--- config.mk ---
export PLATFORM = sky130hd
export DESIGN_NAME = dps_cell
export DESIGN_NICKNAME = d
export VERILOG_FILES = /design/src/hdl/dps_pkg.sv /design/src/hdl/dps_cell.sv
export SDC_FILE = /design/constraint.sdc
export NUM_CORES = 1
export LEC_CHECK = 0
export BUFFER_PORTS_ARGS = -buffer_cell sky130_fd_sc_hd__clkbuf_2
export CORE_MARGIN = 1
export CORE_UTILIZATION = 44
export CTS_CLUSTER_DIAMETER = 150
export DETAILED_ROUTE_END_ITERATION = 6
export PLACE_DENSITY = 0.79
export SYNTH_ARGS = -nofsm -noshare
export SYNTH_HDL_FRONTEND = slang
export SYNTH_SLANG_ARGS = --single-unit
export TNS_END_PERCENT = 50
--- constraint.sdc ---
create_clock -name clk -period 4.4 [get_ports clk]
set_input_delay 0.22 -clock clk [delete_from_list [all_inputs] [get_ports clk]]
set_output_delay 0.22 -clock clk [all_outputs]
set_load 0.1 [all_outputs]
--- src/hdl/dps_pkg.sv ---
// Shared types and constants for the distribution pairwise sum block.
// No dependencies; every other file of the block but dps_ram uses this package.
`default_nettype none

package dps_pkg;

  localparam int VAL_W      = 32;
  localparam int CNT_W      = 16;
  localparam int SUM_CNT_W  = 32;
  localparam int PAIR_CNT_W = CNT_W + 1;
  localparam int OP_W       = 2;

  localparam logic [OP_W-1:0] OP_LOAD_LEFT  = 2'd0;
  localparam logic [OP_W-1:0] OP_LOAD_RIGHT = 2'd1;
  localparam logic [OP_W-1:0] OP_COMBINE    = 2'd2;

  // One entry of the sorted result row.
  typedef struct packed {
    logic                 valid;
    logic [VAL_W-1:0]     value;
    logic [SUM_CNT_W-1:0] count;
  } ent_t;

  // One pair offered to the row for insertion.
  typedef struct packed {
    logic                  valid;
    logic [VAL_W-1:0]      value;
    logic [PAIR_CNT_W-1:0] count;
  } pair_t;

  // Controls broadcast to every cell of the row.
  typedef struct packed {
    logic clear;
    logic shift_out;
    logic insert;
    logic any_eq;
    logic full;
  } cell_ctrl_t;

endpackage

`default_nettype wire

--- src/hdl/dps_cell.sv ---
// One cell of the sorted result row: holds a value and its count, merges
// an equal pair, shifts right to open a gap, shifts left on emission, or clears.
// Depends on dps_pkg.
`default_nettype none

module dps_cell (
  input  wire logic                clk,
  input  wire logic                rst_n,
  input  wire dps_pkg::cell_ctrl_t ctrl,
  input  wire dps_pkg::pair_t      pair,
  input  wire dps_pkg::ent_t       prev_ent,
  input  wire logic                prev_less,
  input  wire dps_pkg::ent_t       next_ent,
  output      dps_pkg::ent_t       ent,
  output      logic                less,
  output      logic                eq
);
  import dps_pkg::*;

  ent_t               ent_r;
  ent_t               ent_nxt;
  logic [SUM_CNT_W:0] sum;

  always_comb begin
    less    = ent_r.valid && ($signed(ent_r.value) < $signed(pair.value));
    eq      = ent_r.valid && (ent_r.value == pair.value);
    sum     = {1'b0, ent_r.count} + (SUM_CNT_W + 1)'(pair.count);
    ent_nxt = ent_r;
    priority if (ctrl.clear) begin
      ent_nxt.valid = 1'b0;
    end else if (ctrl.shift_out) begin
      ent_nxt = next_ent;
    end else if (ctrl.insert) begin
      if (eq) begin
        ent_nxt.count = sum[SUM_CNT_W] ? '1 : sum[SUM_CNT_W-1:0];
      end else if (!ctrl.any_eq && !ctrl.full && !less) begin
        // The new value lands in the first cell not below it; the cells
        // after it take their left neighbour's entry.
        if (prev_less) begin
          ent_nxt.valid = 1'b1;
          ent_nxt.value = pair.value;
          ent_nxt.count = SUM_CNT_W'(pair.count);
        end else begin
          ent_nxt = prev_ent;
        end
      end
    end else begin
      ent_nxt = ent_r;
    end
  end

  always_ff @(posedge clk) begin
    if (!rst_n) begin
      ent_r.valid <= 1'b0;
    end else begin
      ent_r.valid <= ent_nxt.valid;
    end
    ent_r.value <= ent_nxt.value;
    ent_r.count <= ent_nxt.count;
  end

  assign ent = ent_r;

endmodule

`default_nettype wire

# After elaboration in Yosys (flattened, before gate mapping)

Index checks and enable logic that the tools add are counted.

Register bits: 65
Bits in latches: 0
Bits in writable memories: 0
ROM bits: 0
Input bits: 188
Output and inout bits: 67
Logic and storage cells: 30
Memories: 0

Add/subtract/negate cells: 1
Multiply operators: 0
Div/mod/pow operators: 0
Magnitude comparators: 1
Equal/unequal tests: 2
Shift-type cells: 0
Mux-type cells: 7
Bitwise logic cells: 2
Reduce and logical (&&, ||, !) cells: 14

Operators by type and width:

| kind                                  | number |
|---|---|
| two-way mux 65 bit                    | 4 |
| two-way mux 32 bit                    | 2 |
| adder 32 x 17 -> 33 bit               | 1 |
| two-way mux 33 bit                    | 1 |
| == test 32 bit                        | 1 |
| < comparator 32 bit                   | 1 |
| AND reduction 3 bit                   | 2 |
| logical AND 1 bit                     | 4 |
| AND reduction 4 bit                   | 1 |
| nonzero test 2 bit                    | 2 |
| zero test 1 bit                       | 3 |
| nonzero test 3 bit                    | 1 |
| != test 2 bit (second input constant) | 1 |
| NOT 1 bit                             | 2 |
| OR reduction 2 bit                    | 1 |

# Longest topological paths before layout

Depth in word-level cells: 8
Depth in mapped cells: 11
Mapped depth without buffers: 11

# Worst setup path before layout

Ideal clock, no wire load.

Kind: register to register
Start: register ent_r (netlist bit ent[63])
End: register ent_r (netlist bit ent[0]) (enable)
Arrival: 5.064 ns
Required time: 3.934 ns
Setup slack: -1.130 ns
Cell stages (with the launch flop): 10
Path buffers: 1
Period minus slack after synthesis: 5.530 ns
Path through: edfxtp_1 ha_1 nand4_1 or2_1 nor3_2 nand3_2 clkinv_2 buf_2 a21oi_1 o21ai_0

RTL lines:

| item                          | line           | RTL |
|---|---|---|
| from (decl)                   | dps_cell.sv:20 | `ent_t ent_r;` |
| == test 32 bit                | dps_cell.sv:26 | `eq = ent_r.valid && (ent_r.value == pair.value);` |
| logical AND 1 bit             | dps_cell.sv:26 |  |
| net eq                        | dps_cell.sv:16 | `output logic eq` |
| nonzero test 3 bit (no line)  | n/a            |  |
| AND reduction 3 bit (no line) | n/a            |  |

The timed path passes the listed nets, and every way through them passes these cells.
A chain may end at the register's enable or synchronous reset.

# Worst setup path after layout

Start: register ent_r (netlist bit ent[0])
End: register ent_r (netlist bit ent[11]), data pin

Cells in the longest elaborated chain, start to end: 5

Ends and longest elaborated chain:

| item                    | line           | RTL |
|---|---|---|
| adder 32 x 17 -> 33 bit | dps_cell.sv:27 | `sum = {1'b0, ent_r.count} + (SUM_CNT_W + 1)'(pair.count);` |
| two-way mux 32 bit      | dps_cell.sv:35 | `ent_nxt.count = sum[SUM_CNT_W] ? '1 : sum[SUM_CNT_W-1:0];` |
| two-way mux 32 bit      | dps_cell.sv:34 | `if (eq) begin` |
| two-way mux 65 bit      | dps_cell.sv:33 | `end else if (ctrl.insert) begin` |
| two-way mux 65 bit      | dps_cell.sv:31 | `end else if (ctrl.shift_out) begin` |

No other way between the ends. The select of a mux whose other input is x is not followed.

==> results.yml <==
drt:
  drc: 0
  wl_per_cell_microns: 16.17
  drt-pass1-iter-count: 7
  drt_iter0_markers: 243
  ant_nets: 0
  drt-total-wl_microns: 16780
  vias_per_cell: 5.422
  vias: 5628
hold_path:
  hp-class: "in -> reg"
synth:
  ys_async_sr_fraction: 0
  yosys-top-cells-count: "101 x nand2_1, 64 x edfxtp_1, 59 x o21ai_0"
  synth_most_common_cell: "nand2_1"
  seq_area_frac_synth: 0.3509
  synth_cell_types: 67
  yosys.area.top_type: "edfxtp_1"
  synth_seq_cells: 65
  syn_area_sq_mm: 0.005534
  synthTopCellsByArea: "edfxtp_1 35%, ha_1 11%, mux2i_1 8.1%"
  synth-edff-count: 64
  syn_nets: 861
  yosysWarnings: 0
  syn-mean-instance-area_sq_um: 8.883
  synth_top_area_share: 0.3473
  syn_inst: 623
  synth_ff_type: "edfxtp_1"
setup_path:
  cp_slowest_cell: "fa_1"
  end_kind: "flip-flop"
  max_stage_delay_ns: 0.44
  crit_fanout: 18
  critical_path_class: "reg -> reg"
  critPathLaunchType: "flip-flop"
  critPathRequiredTime_ns: 4.48
  path_cells: "ha_1, fa_1, a211oi_2, o21ai_2, o2111ai_1, a21boi_1, o31ai_2, buf_4, nor2_2, or3_1, a22o_1"
  critPathArrivalTime_ns: 3.43
floorplan:
  io_pins: 255
  design.core.area_sq_mm: 0.01211
  die_y_microns: 114.2
  die_w_microns: 114.2
  dieArea_sq_mm: 0.01303
  rows: 40
  initial_utilization: 0.4569
clocking:
  cts_hold_buf: 0
  cts_htree_levels: 3
  cts_tree: "done"
  cts.sinks: 65
  cts-root-buf: "clkbuf_16"
  ctsResizeCount: 0
  cts_setup_buffers: 0
  clk_pin_slew_ns: 0.06
  clk_latency_ns: 0.33
  clockBufferDepth: 2
  cts_inserted_buffers: 9
timing:
  final.period_utilization: 0.7613
  maxSlewViolCount: 0
  finalSetupTns_ns: 0
  tightest_slew_ns: 0.8913
  period_needed_ns: 3.350
  setup_viol: 0
  rsz0062_at_grt: "no"
  max_freq_mhz: 298.5
  skew_ns: 0.006374
  slew_headroom: 0.4052
  hold_violations: 0
finish:
  drive_gt1_frac: 0.3356
  largest_reg_flops: 65
  diodes: 0
  syn_to_final_growth_pct: 30.93
  stdcell_count: 1038
  final_nets: 1103
pwr:
  netSwitchingPower_mw: 0.8087
  power_frac_comb: 0.343
  max-vdd-ir-drop_mv: 0.1979
  clkPwrFrac: 0.313
  power.density_mw_per_mm2: 304.7
  seqPwrFrac: 0.344
  p_int_mw: 1.399
  p_leak_nw: 3.509
  netSwitchingFraction: 0.3662
flow_run:
  max_cap_viol_count: 0
grt:
  globalRouteOverflowTotal: 0
  grt_use_total: 0.2603
  grt_pass1_wl_microns: 26450
  grt_pass1_vias: 5429
  grt_max_degree: 67
  antenna_found_initial: 0
placement:
  hpwl_microns: 13100
  port_buffers: 253
  placed_cells: 1022
  gp_congestion: 0.8285
outcome:
  status: "completed"
[power by group through the flow]
stage | combinational [mW] | clock [mW] | sequential (mW)
after floorplan | 0.299 | 0 | 1.02
after global placement | 0.744 | 0 | 0.770
after detailed placement | 0.755 | 0 | 0.772
after CTS | 0.760 | 0.698 | 0.760
after global routing | 0.818 | 0.723 | 0.765
final | 0.757 | 0.691 | 0.760
[metrics by stage]
step	hold slack, ns	total power [mW]	util	setup WS (ns)	area, sq um
floorplan	0.3492	1.324	-	0.07864	5544
global placement	0.4467	1.514	0.5752	1.148	6967
detailed placement	0.4531	1.527	0.5752	1.100	6967
CTS	0.1095	2.218	0.5982	1.078	7246
global route	0.1222	2.307	0.5982	0.8180	7246
finish	0.1140	2.208	0.5982	1.050	7246
[worst paths after layout]
check	to	slack [ns]	start	cells after the start
hold reg to reg	ent[19]	0.73	ent[19]	3
setup reg to reg	ent[11]	1.05	ent[0]	11
setup / recovery	ent[11]	1.05	ent[0]	11
hold / removal	ent[64]	0.11	rst_n	3
[logic make-up (layout without fill, tap and decap cells)]
family                     Yosys count  in the layout  synth area share
xor gates and xnor gates            24             24           0.03798
buffers and inverters               73            320           0.05178
and+or+nand+nor                    181            181            0.1472
AOI/OAI and AO/OA                  179            179            0.2042
DFF                                 65             65            0.3509
adders and majority gates           50             50            0.1144
muxes                               51             51           0.09360
[worst max-delay path: cells and delay by family (launching register included)]
family	cells	cell delay [ns]
buffers and inverters	1	0.23
DFF	1	0.40
AOI/OAI and AO/OA	6	1.15
and+or+nand+nor	2	0.60
adders and majority gates	2	0.68
[layer usage]
| layer | GRT usage | part of all wire | up-vias |
|---|---|---|---|
| met5 | 0 | 0 | - |
| met3 | 0.02806 | 0.050 | 36 |
| li1 | - | - | 2787 |
| met2 | 0.4610 | 0.49 | 212 |
| met1 | 0.3219 | 0.43 | 2593 |
| met4 | 0.1091 | 0.029 | 0 |
[cells in the final DEF, fill, tap and decap left out, drive strengths merged, types with 2 or more instances in the layout]
| cell | netlist | routed |
|---|---|---|
| nand3 | 18 | 18 |
| a211oi | 5 | 5 |
| a311oi | 2 | 2 |
| nor2 | 23 | 23 |
| a21o | 6 | 6 |
| buf | 12 | 8 |
| a32oi | 3 | 3 |
| nand4 | 12 | 12 |
| a21boi | 3 | 3 |
| xnor2 | 18 | 18 |
| mux2 | 6 | 6 |
| o311ai | 4 | 4 |
| o22ai | 6 | 6 |
| and3 | 6 | 6 |
| or2 | 2 | 2 |
| or3 | 4 | 4 |
| xor2 | 6 | 6 |
| o21ai | 71 | 71 |
| clkbuf | 16 | 262 |
| a2111oi | 2 | 2 |
| o41ai | 2 | 2 |
| and2 | 3 | 3 |
| nand2b | 2 | 2 |
| o211ai | 7 | 7 |
| clkinv | 1 | 5 |
| a21oi | 47 | 47 |
| mux2i | 45 | 45 |
| nand2 | 101 | 101 |
| nor3 | 6 | 6 |
| inv | 44 | 44 |
| edfxtp | 64 | 64 |
| ha | 49 | 49 |
| o31ai | 7 | 7 |
| a31oi | 4 | 4 |
[area by class of cell]
class | count | area [sq um]
Sequential cell | 65 | 1942
Timing Repair Buffer | 259 | 1314
Clock inverter | 5 | 46.29
Fill cell | 1131 | 4866
Clock buffer | 11 | 232.7
Multi-Input combinational cell | 485 | 3331
Tap cell | 168 | 210.2
Inverter | 45 | 170.2
(Power assumes the default switching activity.)
