==> config.mk <==
export PLATFORM = sky130hd
export DESIGN_NAME = dps_ram
export DESIGN_NICKNAME = d
export VERILOG_FILES = /design/src/hdl/dps_ram.sv
export SDC_FILE = /design/constraint.sdc
export NUM_CORES = 1
export LEC_CHECK = 0
export BUFFER_PORTS_ARGS = -buffer_cell sky130_fd_sc_hd__buf_4
export CAP_MARGIN = 20
export CORE_MARGIN = 2
export CORE_UTILIZATION = 50
export CTS_CLUSTER_SIZE = 20
export DETAILED_ROUTE_END_ITERATION = 6
export PLACE_DENSITY_LB_ADDON = 0.08
export SYNTH_ARGS = -nofsm -noshare
export SYNTH_HDL_FRONTEND = slang
export SYNTH_SLANG_ARGS = --single-unit
==> constraint.sdc <==
create_clock -name clk -period 2.1 [get_ports clk]
set_clock_uncertainty 0.15 [all_clocks]
set_input_delay 0.21 -clock clk [delete_from_list [all_inputs] [get_ports clk]]
set_output_delay 0.21 -clock clk [all_outputs]
set_load 0.02 [all_outputs]
==> src/hdl/dps_ram.sv <==
// Generic single-write, single-read RAM with a registered read port.
// No dependencies.
`default_nettype none

module dps_ram #(
  parameter int WIDTH = 8,
  parameter int DEPTH = 8,
  localparam int AW = (DEPTH > 1) ? $clog2(DEPTH) : 1
) (
  input  wire logic             clk,
  input  wire logic             we,
  input  wire logic [AW-1:0]    waddr,
  input  wire logic [WIDTH-1:0] wdata,
  input  wire logic [AW-1:0]    raddr,
  output      logic [WIDTH-1:0] rdata
);

  logic [WIDTH-1:0] mem_r [DEPTH];
  logic [WIDTH-1:0] rdata_r;

  always_ff @(posedge clk) begin
    if (we) begin
      mem_r[waddr] <= wdata;
    end
    rdata_r <= mem_r[raddr];
  end

  assign rdata = rdata_r;

endmodule

`default_nettype wire

# After elaboration in Yosys (flattened, before gate mapping)
# Memory sizes are Yosys's and may differ from the RTL's. A register that Yosys moved wholly into a read port is not among the register bits.
# Index checks and enable logic that the tools add are counted.
word_totals:
  register_bits: 0
  mem_bits_rw: 64
  inputBits: 16
  out_inout_bits: 8
  elab_cells: 3
  n_memories: 1
mem_list:
  columns: ["memory", "words", "word_bits", "rd", "rd_clocked_by_memory_dff", "write_ports", "line_no", "text"]
  rows:
  - ["mem_r", 8, 8, 1, 1, 1, "18", "logic [WIDTH-1:0] mem_r [DEPTH];"]
classes:
  n_mux: 2
ops:
  columns: ["op", "count"]
  rows:
  - ["two-way mux 1 bit", 2]

# Longest topological paths before layout
# Gate-level depths: netlist of the first run.
depth:
  ltp_word: 2
  depth_mapped: 4
  depth_no_buf: 2

# Least setup slack after synthesis of the first run
# OpenSTA, ideal clock, no wires.
synth_path:
  path_kind: "input to register"
  startpoint: "input port waddr[2]"
  endpoint: "memory mem_r[0][0], enable pin"
  arrival_ns: 0.987
  t_required_ns: 1.567
  path_slack_ns: 0.579
  path_stages: 2
  path_buffers: 0
  path_cell_list: "nand2b_1 > nor3_1"
synth_lines:
  columns: ["item", "line_no", "text"]
  rows:
  - ["start: declaration", "12", "input wire logic [AW-1:0] waddr,"]
  - ["end: declaration", "18", null]
# Straight into the memory's write port.

==> summary.txt, run 1 <==
Critical path
  • Worst Setup End Kind: flip-flop
  • Crit-path slowest cell: mux4_1
  • Arrival time worst endpoint: 1470 ps
  • Cells along the critical path: mux4_1 -> mux2_2
  • RR Startpoint: mem_r[1][7]$_DFFE_PP_
  • Crit Path Max Fanout: 1
  • Setup crit start kind: flip-flop
  • Data required time of the critical path: between 2000 and 2500 ps
  • FF-to-FF setup slack: 700 ps
  • R2R cell count: 2
  • CP Buf/Inv Count: 0
  • Delay-heaviest family, CP: multiplexers
  • Crit Path Class: flip-flop to flip-flop
  • FF-to-FF End: rdata[7]$_DFF_P_
  • Worst stage delay on the critical path: between 500 and 600 ps

Min path
  • Type of the tightest min-delay check: input port to flip-flop
  • Worst hold path stage count: 2
  • Hold EP: rdata[2]$_DFF_P_
  • Hold Crit Start: raddr[1]

Route
  • Vias/cell: 5.25
  • 1st-pass router iterations: 4
  • Post-DRT Antenna Nets: 0
  • DRC violations left: 0
  • Wire per inst: approximately 18 um
  • Drt total wl: 4.29 mm
  • DR iter-0 viols: 87
  • Via count: 1,234

Power
  • Seq pwr share: 0.595
  • Sw Ratio: 0.205
  • Sw power: 562 uW
  • Power share of the combinational group: 0.072
  • Clock network fraction of design power: 0.332
  • Power Density: 850 mW/mm^2
  • Peak supply drop: 0.513 mV
  • Int Power: between 2000 and 2500 uW
  • Leak pwr: 0.00115 uW

Cells and area
  • Layout cell share with drive strength beyond 1: 0.333
  • Commonest non-fill, non-tap cell in the layout: edfxtp_1
  • Filler cells: 392
  • Post-route insts no fill: 235
  • Commonest cells after routing, fill and taps aside: 64 x edfxtp_1, 32 x buf_4, 15 x mux4_1
  • Syn-to-layout area delta: 19.7%
  • Inserted Diodes: 0
  • Layout Nets: 176

GRT
  • Initial antenna violation count: 0
  • Grt ovf: 0
  • Gr usage total: 0.164
  • Largest net degree at the start of global routing: 17
  • Met2 Resource Use GR: 0.250
  • Routing usage on met3: 0.0430
  • Vias in the first global route: 1,271
  • GR Util met1: 0.208
  • Top Usage Layer GRT: met2
  • First-pass GRT wire length: 6.73 mm

Logic synthesis
  • Yosys top cell by area: edfxtp_1
  • Ys Warns: 0
  • Mapped Cells: 114
  • Synth top area cells: edfxtp_1 71%, mux4_1 15%, dfxtp_1 6.0%
  • Seq/Total Area, Yosys: 0.774
  • Mean Syn Cell Area: 23.6 um^2
  • Post-synth top area share: 0.714
  • Yosys cell types: 14
  • Mapped Nets: 130
  • Post-synthesis register bit count: 72
  • Post-Syn Area: 0.00269 mm^2

STA
  • Final setup fails: 0
  • Hold Fails Final Rpt: 0
  • Minimum clock period: between 1000 and 1500 ps
  • RSZ-0062 raised after global routing: no
  • Worst-margin pin slew: 493 ps
  • Fmax: 715 MHz
  • Final period util: 0.666
  • Final Max Tran Viols: 0
  • Worst relative slew slack: 0.670
  • Setup_tns: 0 ps

Die
  • Site Rows: 26
  • Die W: 77.4 um
  • Placeable Area: 0.00514 mm^2
  • Num ports: 24
  • Starting density of the core: 0.524
  • Die area: 0.00599 mm^2
  • Die Y: 77.4 um

Place
  • Placed cells: ~210
  • RD Place Congestion: 0.662
  • IO buf count: 23

Clock tree
  • Clock transition at the registers of the reported paths: 70 ps
  • Setup bufs post-CTS: 0
  • TritonCTS Buffers: 9
  • Clock Root Buffer: clkbuf_8
  • CTS tree: done
  • H-tree depth: 3
  • Maximum clock path buffer count: 2
  • Clk_lat worst skew: 330 ps
  • # clock sinks: 72

Status
  • Status: complete, no violations

Run
  • Max-cap violations: 0
sequential cells by signal, indices dropped and copies added, names as in the netlist:
signal and count:
mem_r 64, rdata 8
metrics by stage:
step	setup WS, ps	total power, uW	hold WS (ps)	utilization	cell area, um^2
after floorplan	579	1770	159	-	2690
after global placement	478	1840	288	0.579	2980
after detailed placement	424	1850	295	0.579	2980
after CTS	689	2770	77.0	0.627	3220
after global routing	650	2850	82.1	0.627	3220
final	700	2740	95.9	0.627	3220
power by group through the flow:
stage	logic [uW]	registers, uW	clock network (uW)
after global placement	185	1660	0
after floorplan	86.5	1680	0
after detailed placement	189	1660	0
final	198	1630	910
after global routing	213	1630	1000
after CTS	201	1630	941
how the worst max path moves through the flow:
stage,start,end,slack (ps),cells after the start
CTS,mem_r[1][7]$_DFFE_PP_,rdata[7]$_DFF_P_,690,2
global route,mem_r[3][1]$_DFFE_PP_,rdata[1]$_DFF_P_,650,2
detailed placement,waddr[2],mem_r[1][5]$_DFFE_PP_,420,4
finish,mem_r[1][7]$_DFFE_PP_,rdata[7]$_DFF_P_,700,2
floorplan,waddr[2],mem_r[0][0]$_DFFE_PP_,580,2
global placement,waddr[2],mem_r[1][5]$_DFFE_PP_,480,4
layout make-up:
| cell class | instances | area, um^2 | area share |
|---|---|---|---|
| sequential | 72 | 2080 | 0.646 |
| multi-input combinational | 37 | 566 | 0.176 |
| timing repair buffer | 40 | 320 | 0.0995 |
| clock buffer | 12 | 145 | 0.0451 |
| tap | 70 | 87.6 | 0.0272 |
| clock inverter | 4 | 20.0 | 0.00622 |
repair_timing:
item                                    4_1_cts  5_1_grt
gates resized for setup                       0        0
endpoints found under the setup margin        0        0
hold buffers                                  8        0
endpoints found under the hold margin        64        0
logic make-up after synthesis:
kind of cell,share of synthesized area
flip-flops,0.774
multiplexers,0.188
buffers and inverters,0.0163
AND/OR/NAND/NOR,0.0219
synth_stat cells:
cell      instances
dfxtp_1           8
mux4_1           15
buf_2             1
edfxtp_1         64
nor2_1            6
clkbuf_1          1
mux4_2            1
buf_1             1
nand2b_1          3
nand2_1           2
buf_6             1
nor3_1            2
mux2_2            8
buf_12            1
metal layers:
metal  up-vias  wire length (um)
met1       618              1840
met4         0                68
met2        32              2140
met5         -                 0
li1        577                 -
met3         7               247
(Power assumes the default switching activity.)
==> run 2: changes to the inputs <==
==> constraint.sdc (replaced) <==
create_clock -name clk -period 1.4 [get_ports clk]
set_clock_uncertainty 0.15 [all_clocks]
set_input_delay 0.14 -clock clk [delete_from_list [all_inputs] [get_ports clk]]
set_output_delay 0.14 -clock clk [all_outputs]
set_load 0.02 [all_outputs]
==> summary.txt, run 2 (same netlist as run 1, synthesis figures left out) <==
Clock tree
  • Clk_lat worst skew: 330 ps
  • Setup bufs post-CTS: 0
  • # clock sinks: 72
  • CTS tree: done
  • TritonCTS Buffers: 9
  • Maximum clock path buffer count: 2
  • Clock Root Buffer: clkbuf_8
  • H-tree depth: 3
  • Clock transition at the registers of the reported paths: 80 ps

Power
  • Peak supply drop: slightly below 0.8 mV
  • Leak pwr: ~0.0012 uW
  • Total Power: 5200 uW
  • Power Density: 1560 mW/mm^2

Cells and area
  • Commonest non-fill, non-tap cell in the layout: edfxtp_1
  • Inserted Diodes: 0
  • Syn-to-layout area delta: 24.0%
  • Max reg flops: 64
  • Layout Nets: 176
  • Biggest register: mem_r
  • Commonest cells after routing, fill and taps aside: 64 x edfxtp_1, 32 x buf_4, 12 x mux4_2
  • Layout cell share with drive strength beyond 1: 0.412

GRT
  • First-pass GRT wire length: 6.65 mm
  • Vias in the first global route: 1,276
  • Initial antenna violation count: 0
  • Grt ovf: 0
  • Largest net degree at the start of global routing: 17
  • Gr usage total: 0.162

STA
  • Worst-margin pin slew: a little over 300 ps
  • Setup_tns: 0 ps
  • Worst relative slew slack: 0.795
  • Final setup fails: 0
  • Fmax: about 720 MHz
  • Hold Fails Final Rpt: 0
  • Minimum clock period: 1390 ps
  • RSZ-0062 raised after global routing: yes
  • Final Max Tran Viols: 0
  • Final period util: 0.989

Critical path
  • Setup crit start kind: flip-flop
  • Arrival time worst endpoint: about 1500 ps
  • Worst Setup End Kind: flip-flop
  • Crit Path Max Fanout: 1
  • R2R cell count: 2
  • FF-to-FF setup slack: 10 ps
  • Crit Path Class: flip-flop to flip-flop
  • Data required time of the critical path: 1470 ps

Min path
  • Worst hold path stage count: 2
  • Type of the tightest min-delay check: input port to flip-flop

Route
  • Drt total wl: 4.41 mm
  • DR iter-0 viols: between 100 and 150
  • Vias/cell: around 5.3
  • DRC violations left: 0
  • Wire per inst: 18.7 um
  • Post-DRT Antenna Nets: 0
  • Via count: about 1,200
  • 1st-pass router iterations: 4

Die
  • Die W: approximately 77 um
  • Placeable Area: 0.00514 mm^2
  • Num ports: 24
  • Starting density of the core: 0.524
  • Site Rows: 26
  • Die Y: 77.4 um
  • Die area: 0.00599 mm^2

Place
  • RD Place Congestion: a little under 0.7
  • IO buf count: 23

Run
  • Max-cap violations: 0

Status
  • Status: complete, no violations
[run 2: power breakdown]
part | total, uW | switching [uW] | internal (uW)
registers | 2440 | 19.7 | 2420
clock network | 2440 | 714 | 1730
logic | 312 | 146 | 167
[run 2: worst max-delay path: stages, from the launching register on]
cell and delay, ps:
edfxtp_1 370, mux4_2 470, mux2_4 280
[run 2: area by class of cell]
type	instances	area (um^2)
clock inverters	6	180
multi-input cells	37	541
flip-flops and latches	72	2080
fillers	372	1800
clock buffers	10	128
repair buffers	40	320
well taps	70	87.6
[run 2: worst paths after layout]
| kind | from | endpoint |
|---|---|---|
| min | raddr[1] | rdata[7]$_DFF_P_ |
| min reg2reg | mem_r[7][2]$_DFFE_PP_ | rdata[2]$_DFF_P_ |
| max reg2reg | mem_r[5][5]$_DFFE_PP_ | rdata[5]$_DFF_P_ |
| max | mem_r[5][5]$_DFFE_PP_ | rdata[5]$_DFF_P_ |
[run 2: layer usage]
metal / vias up / track usage / wire [um]
met3: 12 / 0.0500 / 183
met1: 635 / 0.204 / 1950
met2: 32 / 0.251 / 2150
met4: 0 / 0.0946 / 125
met5: - / 0 / 0
li1: 563 / - / -
[run 2: repair_timing]
item / CTS / global route
hold buffers: 8 / 0
endpoints found under the setup margin: 2 / 8
hold endpoints to repair: 64 / 0
gates resized for setup: 2 / 12
[run 2: metrics by stage]
stage	utilization	setup WS [ps]	hold WS (ps)	area, um^2	std cells
global placement	0.580	-167	218	2980	211
floorplan	-	-20.4	88.9	2700	114
global route	0.649	-10.5	24.1	3340	235
finish	0.649	14.9	27.9	3340	235
CTS	0.654	1.34	5.46	3360	235
detailed placement	0.580	-168	223	2980	211
==> run 3: changes to the inputs <==
--- a/config.mk
+++ b/config.mk
@@ -5,6 +5,7 @@
 export SDC_FILE = /design/constraint.sdc
 export NUM_CORES = 1
 export LEC_CHECK = 0
+export ABC_AREA = 1
 export BUFFER_PORTS_ARGS = -buffer_cell sky130_fd_sc_hd__buf_4
 export CAP_MARGIN = 20
 export CORE_MARGIN = 2
==> constraint.sdc (replaced) <==
create_clock -name clk -period 1.78 [get_ports clk]
set_clock_uncertainty 0.15 [all_clocks]
set_input_delay 0.178 -clock clk [delete_from_list [all_inputs] [get_ports clk]]
set_output_delay 0.178 -clock clk [all_outputs]
set_load 0.02 [all_outputs]
==> summary.txt, run 3 <==
GRT
  • Grt ovf: 0
  • Largest net degree at the start of global routing: 34
  • Initial antenna violation count: 0
  • Vias in the first global route: 1,767
  • First-pass GRT wire length: roughly 8.9 mm
  • Gr usage total: 0.195

STA
  • Final setup fails: 0
  • Setup_tns: 0 ps
  • Fmax: 801 MHz
  • Final WS setup: 531 ps
  • Worst-margin pin slew: 398 ps
  • Minimum clock period: 1250 ps
  • Hold Fails Final Rpt: 0
  • Worst relative slew slack: 0.734
  • Final period util: 0.701
  • Final Max Tran Viols: 0
  • RSZ-0062 raised after global routing: no

Logic synthesis
  • Mapped Cells: 303
  • Most frequent cell after synthesis: nand2_1
  • Synth Area in Adders: 0
  • Largest family of logic cells by synthesized area: simple AND/OR/NAND/NOR gates
  • Post-synth top area share: 0.630
  • Mux cell area share after synthesis: 0
  • Mean Syn Cell Area: 10.1 um^2
  • Yosys top cell by area: edfxtp_1
  • Mapped Nets: approximately 320
  • Yosys cell types: 11
  • Commonest cells in the netlist: 110 x nand2_1, 68 x inv_1, 64 x edfxtp_1
  • Main flop type after synthesis: edfxtp_1
  • Post-synthesis register bit count: 72
  • Synth Area in XOR/XNOR: 0
  • Post-Synth Simple-Gate Area: 0.198
  • Asr flop ratio synth: 0
  • Post-Syn Area: approximately 0.0031 mm^2
  • Seq/Total Area, Yosys: 0.683
  • Ys Warns: 0
  • Post-synth EDFFs: 64
  • Synth Area in Compound Gates: 0
  • Synth top area cells: edfxtp_1 63%, nand2_1 14%, inv_1 8.4%

Cells and area
  • Layout cell share with drive strength beyond 1: 0.140
  • Inserted Diodes: 0
  • Commonest cells after routing, fill and taps aside: 110 x nand2_1, 68 x inv_1, 64 x edfxtp_1
  • Finished Core Util: 0.611
  • Max reg flops: 64
  • Commonest non-fill, non-tap cell in the layout: nand2_1
  • Syn-to-layout area delta: 18.5%
  • Biggest register: mem_r
  • Post-route insts no fill: roughly 430
  • Layout Nets: around 360

Clock tree
  • Clock transition at the registers of the reported paths: 80 ps
  • H-tree depth: 3
  • Clk_lat worst skew: 340 ps
  • Hold Buf Count CTS: 9
  • TritonCTS Buffers: 9
  • Maximum clock path buffer count: 2
  • CTS tree: done
  • # clock sinks: 72
  • Clock Root Buffer: clkbuf_8
  • Post-CTS sizing: 0
  • Setup bufs post-CTS: 0

Critical path
  • Worst Setup End Kind: flip-flop
  • Crit Path Max Fanout: 9
  • Data required time of the critical path: 1920 ps
  • RR Startpoint: mem_r[3][4]$_DFFE_PP_
  • Critical path launch point: raddr[2]
  • FF-to-FF End: rdata[4]$_DFF_P_
  • Setup crit start kind: input port
  • R2R cell count: 6
  • Arrival time worst endpoint: 1390 ps
  • Crit Path Class: input port to flip-flop
  • FF-to-FF setup slack: around 790 ps

Route
  • Vias/cell: 4.64
  • DRC violations left: 0
  • Post-DRT Antenna Nets: 0
  • Drt total wl: 5.72 mm
  • Wire per inst: 13.5 um
  • DR iter-0 viols: 121
  • Via count: 1,972
  • 1st-pass router iterations: 4

Die
  • Die Y: 82.1 um
  • Placeable Area: 0.00592 mm^2
  • Die area: 0.00674 mm^2
  • Starting density of the core: 0.515
  • Die W: just over 80 um
  • Num ports: 24
  • Site Rows: 28

Min path
  • Worst hold path stage count: 5
  • Type of the tightest min-delay check: input port to flip-flop
  • Hold Crit Start: raddr[1]
  • Hold EP: rdata[7]$_DFF_P_

Status
  • Status: complete, no violations

Place
  • Dpl hpwl: 3.44 mm
  • RD Place Congestion: 0.801
  • Placed cells: 400
  • IO buf count: 23
  • DP Worst Slack: approximately 450 ps

Run
  • Max-cap violations: 0

Power
  • Peak supply drop: roughly 0.58 mV
  • Power Density: ~1000 mW/mm^2
  • Leak pwr: 0.00170 uW
-- run 3: cell types whose count changed in the layout (fill, tap and decap cells not counted), sizes merged, moves of 2 or more --
cell / previous run / this run
bufinv: 6 / 3
clkinv: 0 / 3
inv: 0 / 70
mux2: 8 / 0
mux4: 16 / 0
nand2: 2 / 110
nand2b: 3 / 0
nand3: 0 / 32
nor2: 6 / 8
nor3: 2 / 0
-- run 3: worst max path at each step --
| stage | to | slack (ps) | cells past startpoint |
|---|---|---|---|
| after floorplan | mem_r[0][0]$_DFFE_PP_ | 580 | 3 |
| after global placement | rdata[2]$_DFF_P_ | 500 | 7 |
| after detailed placement | rdata[5]$_DFF_P_ | 450 | 7 |
| after CTS | rdata[5]$_DFF_P_ | 550 | 5 |
| after global routing | rdata[3]$_DFF_P_ | 490 | 5 |
| final | rdata[5]$_DFF_P_ | 530 | 5 |
-- run 3: area by class of cell --
| class | instances | area [um^2] |
|---|---|---|
| clock inverters | 7 | 110 |
| clock buffers | 9 | 124 |
| fillers | 502 | 2300 |
| inverters | 70 | 265 |
| well taps | 75 | 93.8 |
| repair buffers | 42 | 338 |
| multi-input cells | 150 | 603 |
| flip-flops and latches | 72 | 2080 |
-- run 3: worst max-delay path, cell delays in order --
cell,delay (ps)
dlygate4sd3_1,530
buf_4,180
inv_1,320
nand2_1,100
nand2_1,70
-- run 3: per-layer routing --
metal	routed length [um]	GRT usage	part of all wire
met2	2720	0.302	0.48
met3	277	0.0391	0.048
met4	150	0.107	0.026
met1	2580	0.258	0.45
met5	0	0	0
-- run 3: logic make-up after synthesis --
kind of cell	Yosys count
buffers and inverters	81
AND/OR/NAND/NOR	150
flip-flops	72
-- run 3: through the flow --
step	total power, uW	cell area (um^2)	hold WS, ps
after CTS	3760	3620	137
after detailed placement	2240	3290	267
after global placement	2230	3290	262
after floorplan	2130	3050	127
after global routing	3870	3620	169
final	3730	3620	145
-- run 3: where the power goes --
part           internal, uW  total, uW  switching [uW]  leakage [uW]
Combinational           113        290             177      0.000941
Sequential             1910       1920            15.1      0.000649
Clock                   919       1520             602      0.000114
